--- src/rtl/pkar_pkg.sv ---
`timescale 1ns / 1ps

package pkar_pkg;

    localparam int CFG_IDX_W  = 3;
    localparam int CFG_DATA_W = 16;

    localparam logic [1:0] FUNC_KEY        = 2'd0;
    localparam logic [1:0] FUNC_GRAVE      = 2'd1;
    localparam logic [1:0] FUNC_CFG_TOGGLE = 2'd2;
    localparam logic [1:0] FUNC_TICK       = 2'd3;

    localparam logic [1:0] ACT_PASS     = 2'd0;
    localparam logic [1:0] ACT_CONSUMED = 2'd1;
    localparam logic [1:0] ACT_PRESS    = 2'd2;
    localparam logic [1:0] ACT_RELEASE  = 2'd3;

    localparam logic [CFG_IDX_W-1:0] REG_INIT_MIN   = 3'd0;
    localparam logic [CFG_IDX_W-1:0] REG_INIT_MAX   = 3'd1;
    localparam logic [CFG_IDX_W-1:0] REG_REPEAT_MIN = 3'd2;
    localparam logic [CFG_IDX_W-1:0] REG_REPEAT_MAX = 3'd3;
    localparam logic [CFG_IDX_W-1:0] REG_ESCAPE_KEY = 3'd4;
    localparam logic [CFG_IDX_W-1:0] REG_SEED       = 3'd5;

    localparam logic [15:0] INIT_MIN_RST   = 16'd120;
    localparam logic [15:0] INIT_MAX_RST   = 16'd350;
    localparam logic [15:0] REPEAT_MIN_RST = 16'd110;
    localparam logic [15:0] REPEAT_MAX_RST = 16'd250;
    localparam logic [5:0]  ESCAPE_RST     = 6'd37;
    localparam logic [15:0] SEED_RST       = 16'd1;

    localparam logic [15:0] LFSR_TAPS = 16'hB400;
    localparam logic [4:0]  MOD_STEPS = 5'd16;

    typedef struct packed {
        logic [1:0]  func;
        logic [5:0]  key_index;
        logic        pressed;
        logic [31:0] time_ms;
    } item_t;

    typedef struct packed {
        logic [1:0] action;
        logic [5:0] key_out;
        logic       settings_changed;
        logic       last;
    } result_t;

    typedef struct packed {
        logic [CFG_IDX_W-1:0]  index;
        logic [CFG_DATA_W-1:0] data;
    } cfg_t;

    typedef struct packed {
        logic        enabled;
        logic        held;
        logic        released;
        logic        auto_pressed;
        logic [31:0] due_ms;
    } entry_t;

    typedef enum logic [2:0] {
        S_IDLE,
        S_READ,
        S_EVENT,
        S_SCAN,
        S_DRAW,
        S_WRITE,
        S_FLUSH
    } state_t;

    typedef struct packed {
        logic cap_in;
        logic rd_key;
        logic rd_first;
        logic rd_next;
        logic eval;
        logic draw;
        logic write;
        logic flush;
    } cmd_t;

    typedef struct packed {
        logic is_tick;
        logic fire;
        logic need_draw;
        logic draw_done;
        logic out_free;
        logic pend_valid;
        logic scan_last;
    } stat_t;

endpackage

--- src/rtl/pkar_chan_if.sv ---
`timescale 1ns / 1ps

interface pkar_chan_if #(parameter type T = logic);
    logic valid;
    logic ready;
    T     data;

    modport source (output valid, output data, input ready);
    modport sink (input valid, input data, output ready);
endinterface

--- src/rtl/per_key_jittered_auto_repeat_core.sv ---
`timescale 1ns / 1ps
// A key event passes through the read, event and write states, and a draw state when a
// random delay is drawn, to its result beat; the shared remainder unit resolves one bit per
// cycle. A scan tick reads key entries one per cycle unless a firing key waits on a busy
// result output, and draws a delay for each firing key; one item is processed at a time.
// Reset clears the key valid bits, configuration mode and the result valid flags at once,
// loads the default delays and reseeds the jitter LFSR; no clearing pass is needed.

module per_key_jittered_auto_repeat_core #(
    parameter int NUM_KEYS = 64
) (
    input logic         clk,
    input logic         rst_n,
    pkar_chan_if.sink   item,
    pkar_chan_if.source result,
    pkar_chan_if.sink   cfg
);
    import pkar_pkg::*;

    cmd_t  cmd;
    stat_t stat;

    assign cfg.ready = 1'b1;

    pkar_ctrl u_ctrl (
        .clk        (clk),
        .rst_n      (rst_n),
        .item_valid (item.valid),
        .item_ready (item.ready),
        .stat       (stat),
        .cmd        (cmd)
    );

    pkar_datapath #(.NUM_KEYS(NUM_KEYS)) u_dp (
        .clk       (clk),
        .rst_n     (rst_n),
        .cmd       (cmd),
        .stat      (stat),
        .item_data (item.data),
        .res_ready (result.ready),
        .res_valid (result.valid),
        .res_data  (result.data),
        .cfg_valid (cfg.valid),
        .cfg_data  (cfg.data)
    );
endmodule

--- src/rtl/pkar_ram.sv ---
`timescale 1ns / 1ps

module pkar_ram #(
    parameter int WIDTH = 36,
    parameter int DEPTH = 64,
    parameter int AW    = (DEPTH > 1) ? $clog2(DEPTH) : 1
) (
    input  logic             clk,
    input  logic             wr_en,
    input  logic [AW-1:0]    wr_addr,
    input  logic [WIDTH-1:0] wr_data,
    input  logic             rd_en,
    input  logic [AW-1:0]    rd_addr,
    output logic [WIDTH-1:0] rd_data
);
    logic [WIDTH-1:0] mem [DEPTH];

    always_ff @(posedge clk)
    begin
        if (wr_en)
        begin
            mem[wr_addr] <= wr_data;
        end
        if (rd_en)
        begin
            rd_data <= mem[rd_addr];
        end
    end
endmodule

--- src/rtl/pkar_mod_unit.sv ---
`timescale 1ns / 1ps

module pkar_mod_unit (
    input  logic        clk,
    input  logic        rst_n,
    input  logic        start,
    input  logic [15:0] dividend,
    input  logic [16:0] divisor,
    output logic        done,
    output logic [15:0] rem
);
    import pkar_pkg::*;

    logic        busy_reg;
    logic [4:0]  step_reg;
    logic [15:0] num_reg;
    logic [16:0] rem_reg;
    logic [16:0] div_reg;
    logic [17:0] trial;
    logic [17:0] diff;

    assign trial = {rem_reg, num_reg[15]};
    assign diff  = trial - {1'b0, div_reg};
    assign done  = busy_reg && (step_reg == 5'd0);
    assign rem   = rem_reg[15:0];

    always_ff @(posedge clk or negedge rst_n)
    begin
        if (!rst_n)
        begin
            busy_reg <= 1'b0;
            step_reg <= 5'd0;
        end
        else if (start)
        begin
            busy_reg <= 1'b1;
            step_reg <= MOD_STEPS;
        end
        else if (busy_reg)
        begin
            if (step_reg == 5'd0)
            begin
                busy_reg <= 1'b0;
            end
            else
            begin
                step_reg <= step_reg - 5'd1;
            end
        end
    end

    always_ff @(posedge clk)
    begin
        if (start)
        begin
            num_reg <= dividend;
            rem_reg <= 17'd0;
            div_reg <= divisor;
        end
        else if (busy_reg && (step_reg != 5'd0))
        begin
            num_reg <= {num_reg[14:0], 1'b0};
            if (trial >= {1'b0, div_reg})
            begin
                rem_reg <= diff[16:0];
            end
            else
            begin
                rem_reg <= trial[16:0];
            end
        end
    end
endmodule

--- src/rtl/pkar_datapath.sv ---
`timescale 1ns / 1ps

module pkar_datapath #(
    parameter int NUM_KEYS = 64
) (
    input  logic              clk,
    input  logic              rst_n,
    input  pkar_pkg::cmd_t    cmd,
    output pkar_pkg::stat_t   stat,
    input  pkar_pkg::item_t   item_data,
    input  logic              res_ready,
    output logic              res_valid,
    output pkar_pkg::result_t res_data,
    input  logic              cfg_valid,
    input  pkar_pkg::cfg_t    cfg_data
);
    import pkar_pkg::*;

    localparam int KW = (NUM_KEYS > 1) ? $clog2(NUM_KEYS) : 1;
    localparam int EW = $bits(entry_t);

    logic [15:0] init_min_reg;
    logic [15:0] init_max_reg;
    logic [15:0] rep_min_reg;
    logic [15:0] rep_max_reg;
    logic [5:0]  esc_reg;
    logic [15:0] lfsr_reg;
    logic        cm_reg;

    item_t       in_reg;
    logic [KW-1:0] cnt_reg;
    logic [NUM_KEYS-1:0] valid_reg;
    entry_t      entry_reg;
    logic        wr_flag_reg;
    logic        draw_flag_reg;
    logic [15:0] lo_reg;

    logic        pend_valid_reg;
    logic [1:0]  pend_act_reg;
    logic [5:0]  pend_key_reg;
    logic        pend_chg_reg;
    logic        out_valid_reg;
    result_t     out_reg;

    logic          is_tick;
    logic [8:0]    key_w;
    logic [8:0]    cnt_w;
    logic          in_range;
    logic [KW-1:0] key_addr;
    logic [KW-1:0] cur_addr;
    logic          rd_en;
    logic [KW-1:0] rd_addr;
    logic [EW-1:0] rd_data;
    logic          wr_en;
    entry_t        wr_entry;
    entry_t        ent;
    entry_t        ent_new;
    logic [1:0]    ev_act;
    logic [5:0]    ev_key;
    logic          ev_chg;
    logic          ev_wr;
    logic          ev_draw;
    logic          fire;
    logic          cm_next;
    logic [15:0]   lo;
    logic [15:0]   hi;
    logic [16:0]   span;
    logic [15:0]   lfsr_step;
    logic          mod_done;
    logic [15:0]   mod_rem;
    logic          out_free;
    logic          out_load;

    assign is_tick  = (in_reg.func == FUNC_TICK);
    assign key_w    = {3'b000, in_reg.key_index};
    assign cnt_w    = 9'(cnt_reg);
    assign in_range = key_w < 9'(NUM_KEYS);
    assign key_addr = KW'(key_w);
    assign cur_addr = is_tick ? cnt_reg : key_addr;

    always_comb
    begin
        rd_addr = key_addr;
        if (cmd.rd_first)
        begin
            rd_addr = '0;
        end
        else if (cmd.rd_next)
        begin
            rd_addr = cnt_reg + KW'(1);
        end
    end
    assign rd_en = cmd.rd_key || cmd.rd_first || cmd.rd_next;

    assign wr_en = cmd.write && wr_flag_reg;
    always_comb
    begin
        wr_entry = entry_reg;
        if (draw_flag_reg)
        begin
            wr_entry.due_ms = in_reg.time_ms + 32'(lo_reg) + 32'(mod_rem);
        end
    end

    pkar_ram #(.WIDTH(EW), .DEPTH(NUM_KEYS), .AW(KW)) u_ram (
        .clk     (clk),
        .wr_en   (wr_en),
        .wr_addr (cur_addr),
        .wr_data (EW'(wr_entry)),
        .rd_en   (rd_en),
        .rd_addr (rd_addr),
        .rd_data (rd_data)
    );

    assign ent = valid_reg[cur_addr] ? entry_t'(rd_data) : entry_t'('0);

    always_comb
    begin
        ent_new = ent;
        ev_act  = ACT_CONSUMED;
        ev_key  = in_reg.key_index;
        ev_chg  = 1'b0;
        ev_wr   = 1'b0;
        ev_draw = 1'b0;
        fire    = 1'b0;
        cm_next = cm_reg;
        case (in_reg.func)
            FUNC_TICK:
            begin
                ev_key = cnt_w[5:0];
                fire   = ent.enabled && ent.held && (ent.due_ms <= in_reg.time_ms);
                if (!ent.released)
                begin
                    ev_act = ACT_RELEASE;
                    ent_new.released = 1'b1;
                    ent_new.auto_pressed = 1'b0;
                end
                else if (!ent.auto_pressed)
                begin
                    ev_act = ACT_PRESS;
                    ent_new.auto_pressed = 1'b1;
                end
                else
                begin
                    ev_act = ACT_RELEASE;
                    ent_new.auto_pressed = 1'b0;
                end
                ev_wr   = fire;
                ev_draw = fire;
            end
            FUNC_GRAVE:
            begin
                ev_key = 6'd0;
                if (cm_reg)
                begin
                    cm_next = 1'b0;
                end
                else
                begin
                    ev_act = ACT_PASS;
                end
            end
            FUNC_CFG_TOGGLE:
            begin
                ev_key = 6'd0;
                if (!in_reg.pressed)
                begin
                    cm_next = !cm_reg;
                end
            end
            FUNC_KEY:
            begin
                if (!in_range)
                begin
                    ev_act = ACT_PASS;
                end
                else if (cm_reg && (in_reg.key_index == esc_reg))
                begin
                    cm_next = 1'b0;
                end
                else if (cm_reg)
                begin
                    ev_wr = 1'b1;
                    if (!in_reg.pressed)
                    begin
                        ent_new.enabled = !ent.enabled;
                        ev_chg = 1'b1;
                    end
                end
                else
                begin
                    ev_wr = 1'b1;
                    ent_new.held = in_reg.pressed;
                    if (!ent.enabled)
                    begin
                        ev_act = ACT_PASS;
                    end
                    else if (in_reg.pressed)
                    begin
                        ent_new.released = 1'b0;
                        ev_draw = 1'b1;
                        ev_act = ACT_PRESS;
                    end
                    else if (((in_reg.time_ms < ent.due_ms) && !ent.released)
                             || ent.auto_pressed)
                    begin
                        ent_new.auto_pressed = 1'b0;
                        ev_act = ACT_RELEASE;
                    end
                end
            end
            default:
            begin
                ev_act = ACT_PASS;
            end
        endcase
    end

    assign lo   = is_tick ? rep_min_reg : init_min_reg;
    assign hi   = is_tick ? rep_max_reg : init_max_reg;
    assign span = (hi < lo) ? 17'd1 : ({1'b0, hi} - {1'b0, lo} + 17'd1);
    assign lfsr_step = {1'b0, lfsr_reg[15:1]} ^ (lfsr_reg[0] ? LFSR_TAPS : 16'd0);

    pkar_mod_unit u_mod (
        .clk      (clk),
        .rst_n    (rst_n),
        .start    (cmd.draw),
        .dividend (lfsr_step),
        .divisor  (span),
        .done     (mod_done),
        .rem      (mod_rem)
    );

    always_ff @(posedge clk or negedge rst_n)
    begin
        if (!rst_n)
        begin
            init_min_reg <= INIT_MIN_RST;
            init_max_reg <= INIT_MAX_RST;
            rep_min_reg  <= REPEAT_MIN_RST;
            rep_max_reg  <= REPEAT_MAX_RST;
            esc_reg      <= ESCAPE_RST;
            lfsr_reg     <= SEED_RST;
        end
        else if (cfg_valid)
        begin
            case (cfg_data.index)
                REG_INIT_MIN:   init_min_reg <= cfg_data.data;
                REG_INIT_MAX:   init_max_reg <= cfg_data.data;
                REG_REPEAT_MIN: rep_min_reg  <= cfg_data.data;
                REG_REPEAT_MAX: rep_max_reg  <= cfg_data.data;
                REG_ESCAPE_KEY: esc_reg      <= cfg_data.data[5:0];
                REG_SEED:       lfsr_reg     <= (cfg_data.data == 16'd0) ? 16'd1 : cfg_data.data;
                default:        ;
            endcase
        end
        else if (cmd.draw)
        begin
            lfsr_reg <= lfsr_step;
        end
    end

    always_ff @(posedge clk or negedge rst_n)
    begin
        if (!rst_n)
        begin
            cm_reg         <= 1'b0;
            valid_reg      <= '0;
            cnt_reg        <= '0;
            pend_valid_reg <= 1'b0;
            out_valid_reg  <= 1'b0;
        end
        else
        begin
            if (cmd.eval)
            begin
                cm_reg <= cm_next;
            end
            if (wr_en)
            begin
                valid_reg[cur_addr] <= 1'b1;
            end
            if (cmd.rd_first)
            begin
                cnt_reg <= '0;
            end
            else if (cmd.rd_next)
            begin
                cnt_reg <= cnt_reg + KW'(1);
            end
            if (cmd.eval)
            begin
                pend_valid_reg <= 1'b1;
            end
            else if (cmd.flush)
            begin
                pend_valid_reg <= 1'b0;
            end
            out_valid_reg <= out_load || (out_valid_reg && !res_ready);
        end
    end

    assign out_free = !out_valid_reg || res_ready;
    assign out_load = (cmd.eval && pend_valid_reg) || cmd.flush;

    always_ff @(posedge clk)
    begin
        if (cmd.cap_in)
        begin
            in_reg <= item_data;
        end
        if (cmd.eval)
        begin
            entry_reg     <= ent_new;
            wr_flag_reg   <= ev_wr;
            draw_flag_reg <= cmd.draw;
            pend_act_reg  <= ev_act;
            pend_key_reg  <= ev_key;
            pend_chg_reg  <= ev_chg;
        end
        if (cmd.draw)
        begin
            lo_reg <= lo;
        end
        if (out_load)
        begin
            out_reg.action           <= pend_act_reg;
            out_reg.key_out          <= pend_key_reg;
            out_reg.settings_changed <= pend_chg_reg;
            out_reg.last             <= cmd.flush;
        end
    end

    assign res_valid = out_valid_reg;
    assign res_data  = out_reg;

    assign stat.is_tick    = is_tick;
    assign stat.fire       = fire;
    assign stat.need_draw  = ev_draw;
    assign stat.draw_done  = mod_done;
    assign stat.out_free   = out_free;
    assign stat.pend_valid = pend_valid_reg;
    assign stat.scan_last  = (cnt_reg == KW'(NUM_KEYS - 1));
endmodule

--- src/rtl/pkar_ctrl.sv ---
`timescale 1ns / 1ps

module pkar_ctrl (
    input  logic            clk,
    input  logic            rst_n,
    input  logic            item_valid,
    output logic            item_ready,
    input  pkar_pkg::stat_t stat,
    output pkar_pkg::cmd_t  cmd
);
    import pkar_pkg::*;

    state_t state_reg;
    state_t state_next;

    always_ff @(posedge clk or negedge rst_n)
    begin
        if (!rst_n)
        begin
            state_reg <= S_IDLE;
        end
        else
        begin
            state_reg <= state_next;
        end
    end

    always_comb
    begin
        state_next = state_reg;
        case (state_reg)
            S_IDLE:
            begin
                if (item_valid)
                begin
                    state_next = S_READ;
                end
            end
            S_READ:
            begin
                state_next = stat.is_tick ? S_SCAN : S_EVENT;
            end
            S_EVENT:
            begin
                state_next = stat.need_draw ? S_DRAW : S_WRITE;
            end
            S_SCAN:
            begin
                if (stat.fire)
                begin
                    if (!stat.pend_valid || stat.out_free)
                    begin
                        state_next = S_DRAW;
                    end
                end
                else if (stat.scan_last)
                begin
                    state_next = S_FLUSH;
                end
            end
            S_DRAW:
            begin
                if (stat.draw_done)
                begin
                    state_next = S_WRITE;
                end
            end
            S_WRITE:
            begin
                state_next = (stat.is_tick && !stat.scan_last) ? S_SCAN : S_FLUSH;
            end
            S_FLUSH:
            begin
                if (!stat.pend_valid || stat.out_free)
                begin
                    state_next = S_IDLE;
                end
            end
            default:
            begin
                state_next = S_IDLE;
            end
        endcase
    end

    always_comb
    begin
        cmd        = '0;
        item_ready = 1'b0;
        case (state_reg)
            S_IDLE:
            begin
                item_ready = 1'b1;
                cmd.cap_in = item_valid;
            end
            S_READ:
            begin
                cmd.rd_first = stat.is_tick;
                cmd.rd_key   = !stat.is_tick;
            end
            S_EVENT:
            begin
                cmd.eval = 1'b1;
                cmd.draw = stat.need_draw;
            end
            S_SCAN:
            begin
                if (stat.fire)
                begin
                    if (!stat.pend_valid || stat.out_free)
                    begin
                        cmd.eval = 1'b1;
                        cmd.draw = 1'b1;
                    end
                end
                else if (!stat.scan_last)
                begin
                    cmd.rd_next = 1'b1;
                end
            end
            S_WRITE:
            begin
                cmd.write   = 1'b1;
                cmd.rd_next = stat.is_tick && !stat.scan_last;
            end
            S_FLUSH:
            begin
                cmd.flush = stat.pend_valid && stat.out_free;
            end
            default:
            begin
                cmd = '0;
            end
        endcase
    end
endmodule

--- src/flat_wrapper.sv ---
// flat-port wrapper written by rule: the top's interface ports become plain ports
module per_key_jittered_auto_repeat_core_flat import pkar_pkg::*;
#(
    parameter int NUM_KEYS = 64
)
  (clk, rst_n, item_valid, item_data, item_ready, result_valid, result_data, result_ready, cfg_valid, cfg_data, cfg_ready);
  pkar_chan_if #(.T(item_t)) item_i ();
  pkar_chan_if #(.T(result_t)) result_i ();
  pkar_chan_if #(.T(cfg_t)) cfg_i ();
  input logic clk;
  input logic rst_n;
  input wire logic [$bits(item_i.valid)-1:0] item_valid;
  input wire logic [$bits(item_i.data)-1:0] item_data;
  output wire logic [$bits(item_i.ready)-1:0] item_ready;
  output wire logic [$bits(result_i.valid)-1:0] result_valid;
  output wire logic [$bits(result_i.data)-1:0] result_data;
  input wire logic [$bits(result_i.ready)-1:0] result_ready;
  input wire logic [$bits(cfg_i.valid)-1:0] cfg_valid;
  input wire logic [$bits(cfg_i.data)-1:0] cfg_data;
  output wire logic [$bits(cfg_i.ready)-1:0] cfg_ready;
  assign item_i.valid = item_valid;
  assign item_i.data = item_data;
  assign item_ready = item_i.ready;
  assign result_valid = result_i.valid;
  assign result_data = result_i.data;
  assign result_i.ready = result_ready;
  assign cfg_i.valid = cfg_valid;
  assign cfg_i.data = cfg_data;
  assign cfg_ready = cfg_i.ready;
  per_key_jittered_auto_repeat_core #(.NUM_KEYS(NUM_KEYS)) u_core (.clk(clk), .rst_n(rst_n), .item(item_i), .result(result_i), .cfg(cfg_i));
endmodule
--- config.mk ---
export PLATFORM = sky130hd
export DESIGN_NAME = per_key_jittered_auto_repeat_core_flat
export DESIGN_NICKNAME = d
export VERILOG_FILES = /design/src/rtl/pkar_pkg.sv /design/src/rtl/pkar_chan_if.sv /design/src/rtl/per_key_jittered_auto_repeat_core.sv /design/src/rtl/pkar_ram.sv /design/src/rtl/pkar_mod_unit.sv /design/src/rtl/pkar_datapath.sv /design/src/rtl/pkar_ctrl.sv /design/src/flat_wrapper.sv
export SDC_FILE = /design/constraint.sdc
export NUM_CORES = 2
export LEC_CHECK = 0
export ABC_AREA = 1
export BUFFER_PORTS_ARGS = -buffer_cell sky130_fd_sc_hd__buf_2
export CELL_PAD_IN_SITES_DETAIL_PLACEMENT = 0
export CELL_PAD_IN_SITES_GLOBAL_PLACEMENT = 1
export CORE_UTILIZATION = 52
export DETAILED_ROUTE_END_ITERATION = 8
export GPL_TIMING_DRIVEN = 1
export PLACE_DENSITY_LB_ADDON = 0.15
export SYNTH_ARGS = -nofsm -noshare
export SYNTH_HDL_FRONTEND = slang
export SYNTH_HIERARCHICAL = 1
export SYNTH_SLANG_ARGS = --single-unit
--- constraint.sdc ---
create_clock -name clk -period 8.3 [get_ports clk]
set_input_delay 0.415 -clock clk [delete_from_list [all_inputs] [get_ports clk]]
set_output_delay 0.415 -clock clk [all_outputs]
set_load 0.01 [all_outputs]
## Word-level counts from Yosys, hierarchy flattened

Memories as Yosys holds them, arrays and structs flattened. A register that Yosys moved wholly into a read port is not among the register bits.
Index checks and enable logic that the tools add are counted.
Widths: inputs -> output; s select.

| word-level totals | value |
|---|---|
| output and inout bits | 13 |
| memories | 1 |
| bits of input ports | 65 |
| flip-flop bits (word level) | 332 |
| memory bits (writable) | 2,304 |

| operators by class | value |
|---|---|
| bitwise gates (word level) | 5 |
| reductions and logical operators | 50 |
| order comparisons | 7 |
| multiplexer cells | 91 |
| add/sub/neg operators | 7 |
| eq/ne operators | 26 |

Memories:

| memory | depth | width | read ports | clocked after Yosys merged registers in | write ports | RTL line | RTL |
|---|---|---|---|---|---|---|---|
| u_core.u_dp.u_ram.mem | 64 | 36 | 1 | 1 | 1 | pkar_ram.sv:16 | `logic [WIDTH-1:0] mem [DEPTH];` |

Operators with widths:

| kind | number |
|---|---|
| $mux 16 | 9 |
| $add 32x16->32 | 2 |
| $or 64x64->64 | 1 |
| $mux 1 | 38 |
| $mux 36 | 1 |
| $le 32x32->1 | 1 |
| $lt 32x32->1 | 1 |
| $mux 32 | 1 |
| $mux 6 | 5 |
| $mux 2 | 12 |
| $mux 3 | 8 |
| $pmux 3 s7 | 1 |
| $ge 18x17->1 | 1 |
| $add 17x1->17 const B | 1 |
| $mux 17 | 1 |
| $sub 16x16->17 | 1 |
| $sub 17x17->17 | 1 |
| $logic_not 16->1 | 1 |
| $lt 16x16->1 | 1 |
| $xor 15x16->16 | 1 |
| $eq 3x3->1 const B | 5 |
| $mux 5 | 3 |
| $lt 6x7->1 const B | 2 |
| $ne 2x2->1 const B | 7 |
| 33 further kinds | 81 |

## Longest topological paths before layout

| depth | value |
|---|---|
| depth in word-level cells | 15 |
| gate-level depth with buffers | 50 |
| gate-level depth less buffers | 43 |

## Modules after synthesis

Netlist, hierarchy kept.

By module, submodules not included:

| module | cells each | instances | sequential area each (um^2) | area each (um^2) |
|---|---|---|---|---|
| pkar_ram | 7,617 | 1 | 70,267.4 | 93,399.6 |
| pkar_datapath | 1,705 | 1 | 7,433.4 | 15,344.7 |
| pkar_mod_unit | 489 | 1 | 1,481.4 | 3,634.7 |
| pkar_ctrl | 73 | 1 | 75.1 | 385.4 |
| per_key_jittered_auto_repeat_core | 2 | 1 | 0.0 | 11.3 |

## Worst setup path after synthesis

No wires, ideal clock.

| path | value |
|---|---|
| kind | register -> register |
| from | register u_core/u_dp/in_reg[40] in the netlist's numbering |
| to | register u_core.u_dp.u_mod.num_reg[0] (enable) |
| data arrival time | 7.146 ns |
| library setup time | 0.374 ns |
| setup slack | 0.780 ns |
| period minus slack after synthesis | 7.520 ns |
| buffers on the path | 4 |
| stages on the path, launching flop included | 31 |
| path through | edfxtp_1 > ha_1 > buf_4 > o21ai_1 > inv_1 > nand2_1 > nor2_1 > o21ai_1 > nand2_1 > nor2_4 > nand2_4 > inv_2 > buf_6 > nand2_2 > ha_1 > nand2_1 > nor2_1 > nand4_1 > inv_1 > nand2_1 > nor4b_1 > nor2_1 > nor2_1 > nand2_1 > a21oi_1 > buf_4 > inv_1 > o21ai_0 > buf_2 > nor2_2 > inv_1 |

RTL lines:

| element | RTL line | RTL |
|---|---|---|
| start: declaration | pkar_datapath.sv:30 | `item_t in_reg;` |
| start signal: assignment | pkar_datapath.sv:310 | `in_reg <= item_data;` |
| end signal: assignment | pkar_mod_unit.sv:56 | `num_reg <= dividend;` |
| end signal: assignment | pkar_mod_unit.sv:62 | `num_reg <= {num_reg[14:0], 1'b0};` |
| end: declaration | pkar_mod_unit.sv:16 | `logic [15:0] num_reg;` |

==> results.toml <==
[logic_synthesis]
synthCells = 9886
synth_seq_area_share = 0.703
yosysTopAreaCellShare = 0.662
yosys_warnings = 6
syn_area_um2 = 113000
syn_area_per_cell_um2 = 11.4
synth_cell_types = 56
ys_seq_elements = 2672
synth_fp_nets = 10100
synthTopCellsByArea = "edfxtp_1, nand2_1, nand3_1"
yosysTopAreaCell = "edfxtp_1"

[worst_hold_path]
min_from = "cfg_valid"
hp-class = "in -> reg"
worstHoldEndpoint = "u_core/u_dp/lfsr_reg[14]"
min_path_cells = 3

[layout]
final_core_util = 0.592
finalNetCount = 10300
drive_above_1_share = 0.102
largest_reg_flops = 2304
area_growth_pct = 12.9
final_design_area_no_fill_um2 = 127000

[power_and_ir_drop]
p_leak_nw = 47.3
peakVddDrop_uv = 445
power_density_nw_per_um2 = 395
finalPower_mw = 50.3

[critical_path]
rr_startpoint = "u_core/u_dp/in_reg[39]"
reg2reg_depth = 43
crit_type = "reg -> reg"
slowest_stage = "edfxtp_1"
cp-start-kind = "flop"
max_stage_delay_ns = 0.43
arrival_ns = 8.50
cp_common_cell = "nand2_1"
worstPathRequired_ns = 9.07
r2r-end = "u_core/u_dp/u_ram/rd_data[25]"
cp_max_fo = 34
worst_setup_path_end_kind = "flop"
regToRegSetupSlack_ns = 0.57

[timing]
fin_hold_ws_ns = 0.0771
rsz0062_at_grt = "false"
setup_viol = 0
max_freq_mhz = 129
hold_viol = 0
tightest_slew_ns = 1.25
finalSetupTns_ns = 0
max_slew_margin = 0.164
slew_violations = 0
finClkSkew_ns = 0.0665
fin_crit_ns = 7.73
period_share = 0.932

[route]
wl_met3_um = 32200
wl_per_cell_um = 26.2
drt_iter0_markers = 9457
ant_nets = 0
drt-total-wl_um = 343000
wl_met2_um = 159000
via_count = 77500
dr.pass1.iters = 6
met1_length_um = 137000
viasPerCell = 5.92
dr.max_layer_used = "met5"
drc_errors = 0

[place]
dpl.hpwl_um = 192000
io_buffers = 76
gp_congestion = 0.894
placed_area_um2 = 118000

[floorplan]
die_y_um = 468
fp.coreArea_um2 = 215000
fp.dieW_um = 468
die-area_um2 = 219000
pin_count = 78
row_count = 170
start_util = 0.524

[clock_network]
cts_root_buf = "clkbuf_16"
clk_pin_slew_ns = 0.06
htree_levels = 5
cts_made_buffers = 295
cts_max_path_buffers = 4
cts.sinks = 2672
clkLatencyLatePin_ns = 0.93
cts_tree = "yes"

[grt]
grt_pass1_wl_um = 498000
antenna_found_initial = 20
grt-ovfl-total = 0
grt_max_degree = 115
track_usage = 0.312
grt_pass1_vias = 73700

[flow_run]
cap_violations = 0

[status]
status = "finished, final reports clean"
==> final cells by class <==
type	count	area [um^2]
Timing Repair inverter	1	11.3
Clock buffer	384	7890
Tap cell	2838	3550
Timing Repair Buffer	454	4140
Multi-Input combinational cell	6323	30300
Sequential cell	2672	79300
Antenna cell	1	2.50
Fill cell	17400	87700
Inverter	312	1230
Clock inverter	113	955
==> worst max-delay path: cells and delay by family (launching register included) <==
family,cells,cell delay [ns]
AOI/OAI and AO/OA,7,1.17
and+or+nand+nor,25,3.24
buffers and inverters,9,2.10
adders and majority gates,2,0.54
DFF,1,0.43
==> cell usage after synthesis (all sizes together) <==
master	number
edfxtp	2487
dfstp	25
clkinv	6
ha	109
a211oi	1
o21ai	205
conb	1
buf	462
nor3	22
a211o	1
a31oi	19
a22o	1
a31o	11
clkbuf	117
a21boi	3
nor3b	1
a221oi	1
a21o	5
or2	22
nand3b	11
nand3	2258
nor2	215
fa	26
o221ai	1
dfrtp	143
inv	306
o22ai	1
o31ai	3
o211ai	13
a21oi	89
nand4	22
o21a	1
and2	2
xor2	24
nor4	4
o21bai	54
nand2	3185
xnor2	11
nor4b	1
dfxtp	17
==> kinds of logic (layout without fill, tap and decap cells) <==
logic type / after synthesis / after routing / synth area share
other: 1 / 2 / 0.0000333
AOI/OAI and AO/OA: 409 / 409 / 0.0207
buffers and inverters: 891 / 1264 / 0.0369
adders and majority gates: 135 / 135 / 0.0167
DFF: 2672 / 2672 / 0.703
xor gates and xnor gates: 35 / 35 / 0.00272
and+or+nand+nor: 5743 / 5743 / 0.220
==> worst max-delay path by stage <==
stage	end	from
final	u_core/u_dp/u_ram/rd_data[25]	u_core/u_dp/in_reg[39]
after global routing	u_core/u_dp/u_ram/rd_data[15]	u_core/u_dp/in_reg[39]
after CTS	u_core/u_dp/u_ram/rd_data[30]	u_core/u_dp/in_reg[39]
after detailed placement	u_core/u_dp/u_ram/rd_data[24]	u_core/u_dp/in_reg[39]
after global placement	u_core/u_dp/u_ram/rd_data[24]	u_core/u_dp/in_reg[39]
after floorplan	u_core/u_dp/u_mod/num_reg[0]	u_core/u_dp/in_reg[40]
==> metal layers <==
metal	track usage	vias up
met2	0.492	3679
met1	0.434	38300
met3	0.0495	673
li1	-	34900
met4	0.129	2
met5	0	-
==> through the flow <==
step,cells,worst slack (ns)
CTS,13100,0.0259
global placement,12500,-0.347
floorplan,9886,0.780
finish,13100,0.565
global route,13100,0.0746
detailed placement,12500,-0.376
==> timing repair <==
action,in CTS,in global routing
resized for setup,0,14
buffers inserted,3,0
pin swaps,1,1
endpoints found under the setup margin,24,36
hold buffers,66,0
endpoints found under the hold margin,174,0
cloned,0,1
==> placed cells by master, fill, tap and decap left out, drive strengths merged, types with 5 or more instances in the layout <==
cell type	Yosys	final
nand3b	11	11
dfstp	25	25
o21bai	54	54
clkinv	6	95
nand3	2258	2258
inv	306	308
dfrtp	143	143
or2	22	22
clkinvlp	0	8
o21ai	205	205
clkbuf	117	384
nor3	22	22
dfxtp	17	17
xor2	24	24
fa	26	26
edfxtp	2487	2487
o211ai	13	13
buf	462	388
a31oi	19	19
dlygate4sd3	0	66
bufinv	0	15
a31o	11	11
ha	109	109
xnor2	11	11
a21oi	89	89
nand4	22	22
nand2	3185	3185
a21o	5	5
nor2	215	215
==> where the power goes <==
group / switching, mW / internal, mW
combinational: 14.6 / 5.03
clock: 5.15 / 7.13
sequential: 0.554 / 17.9
Power figures use the tool's default switching activity.
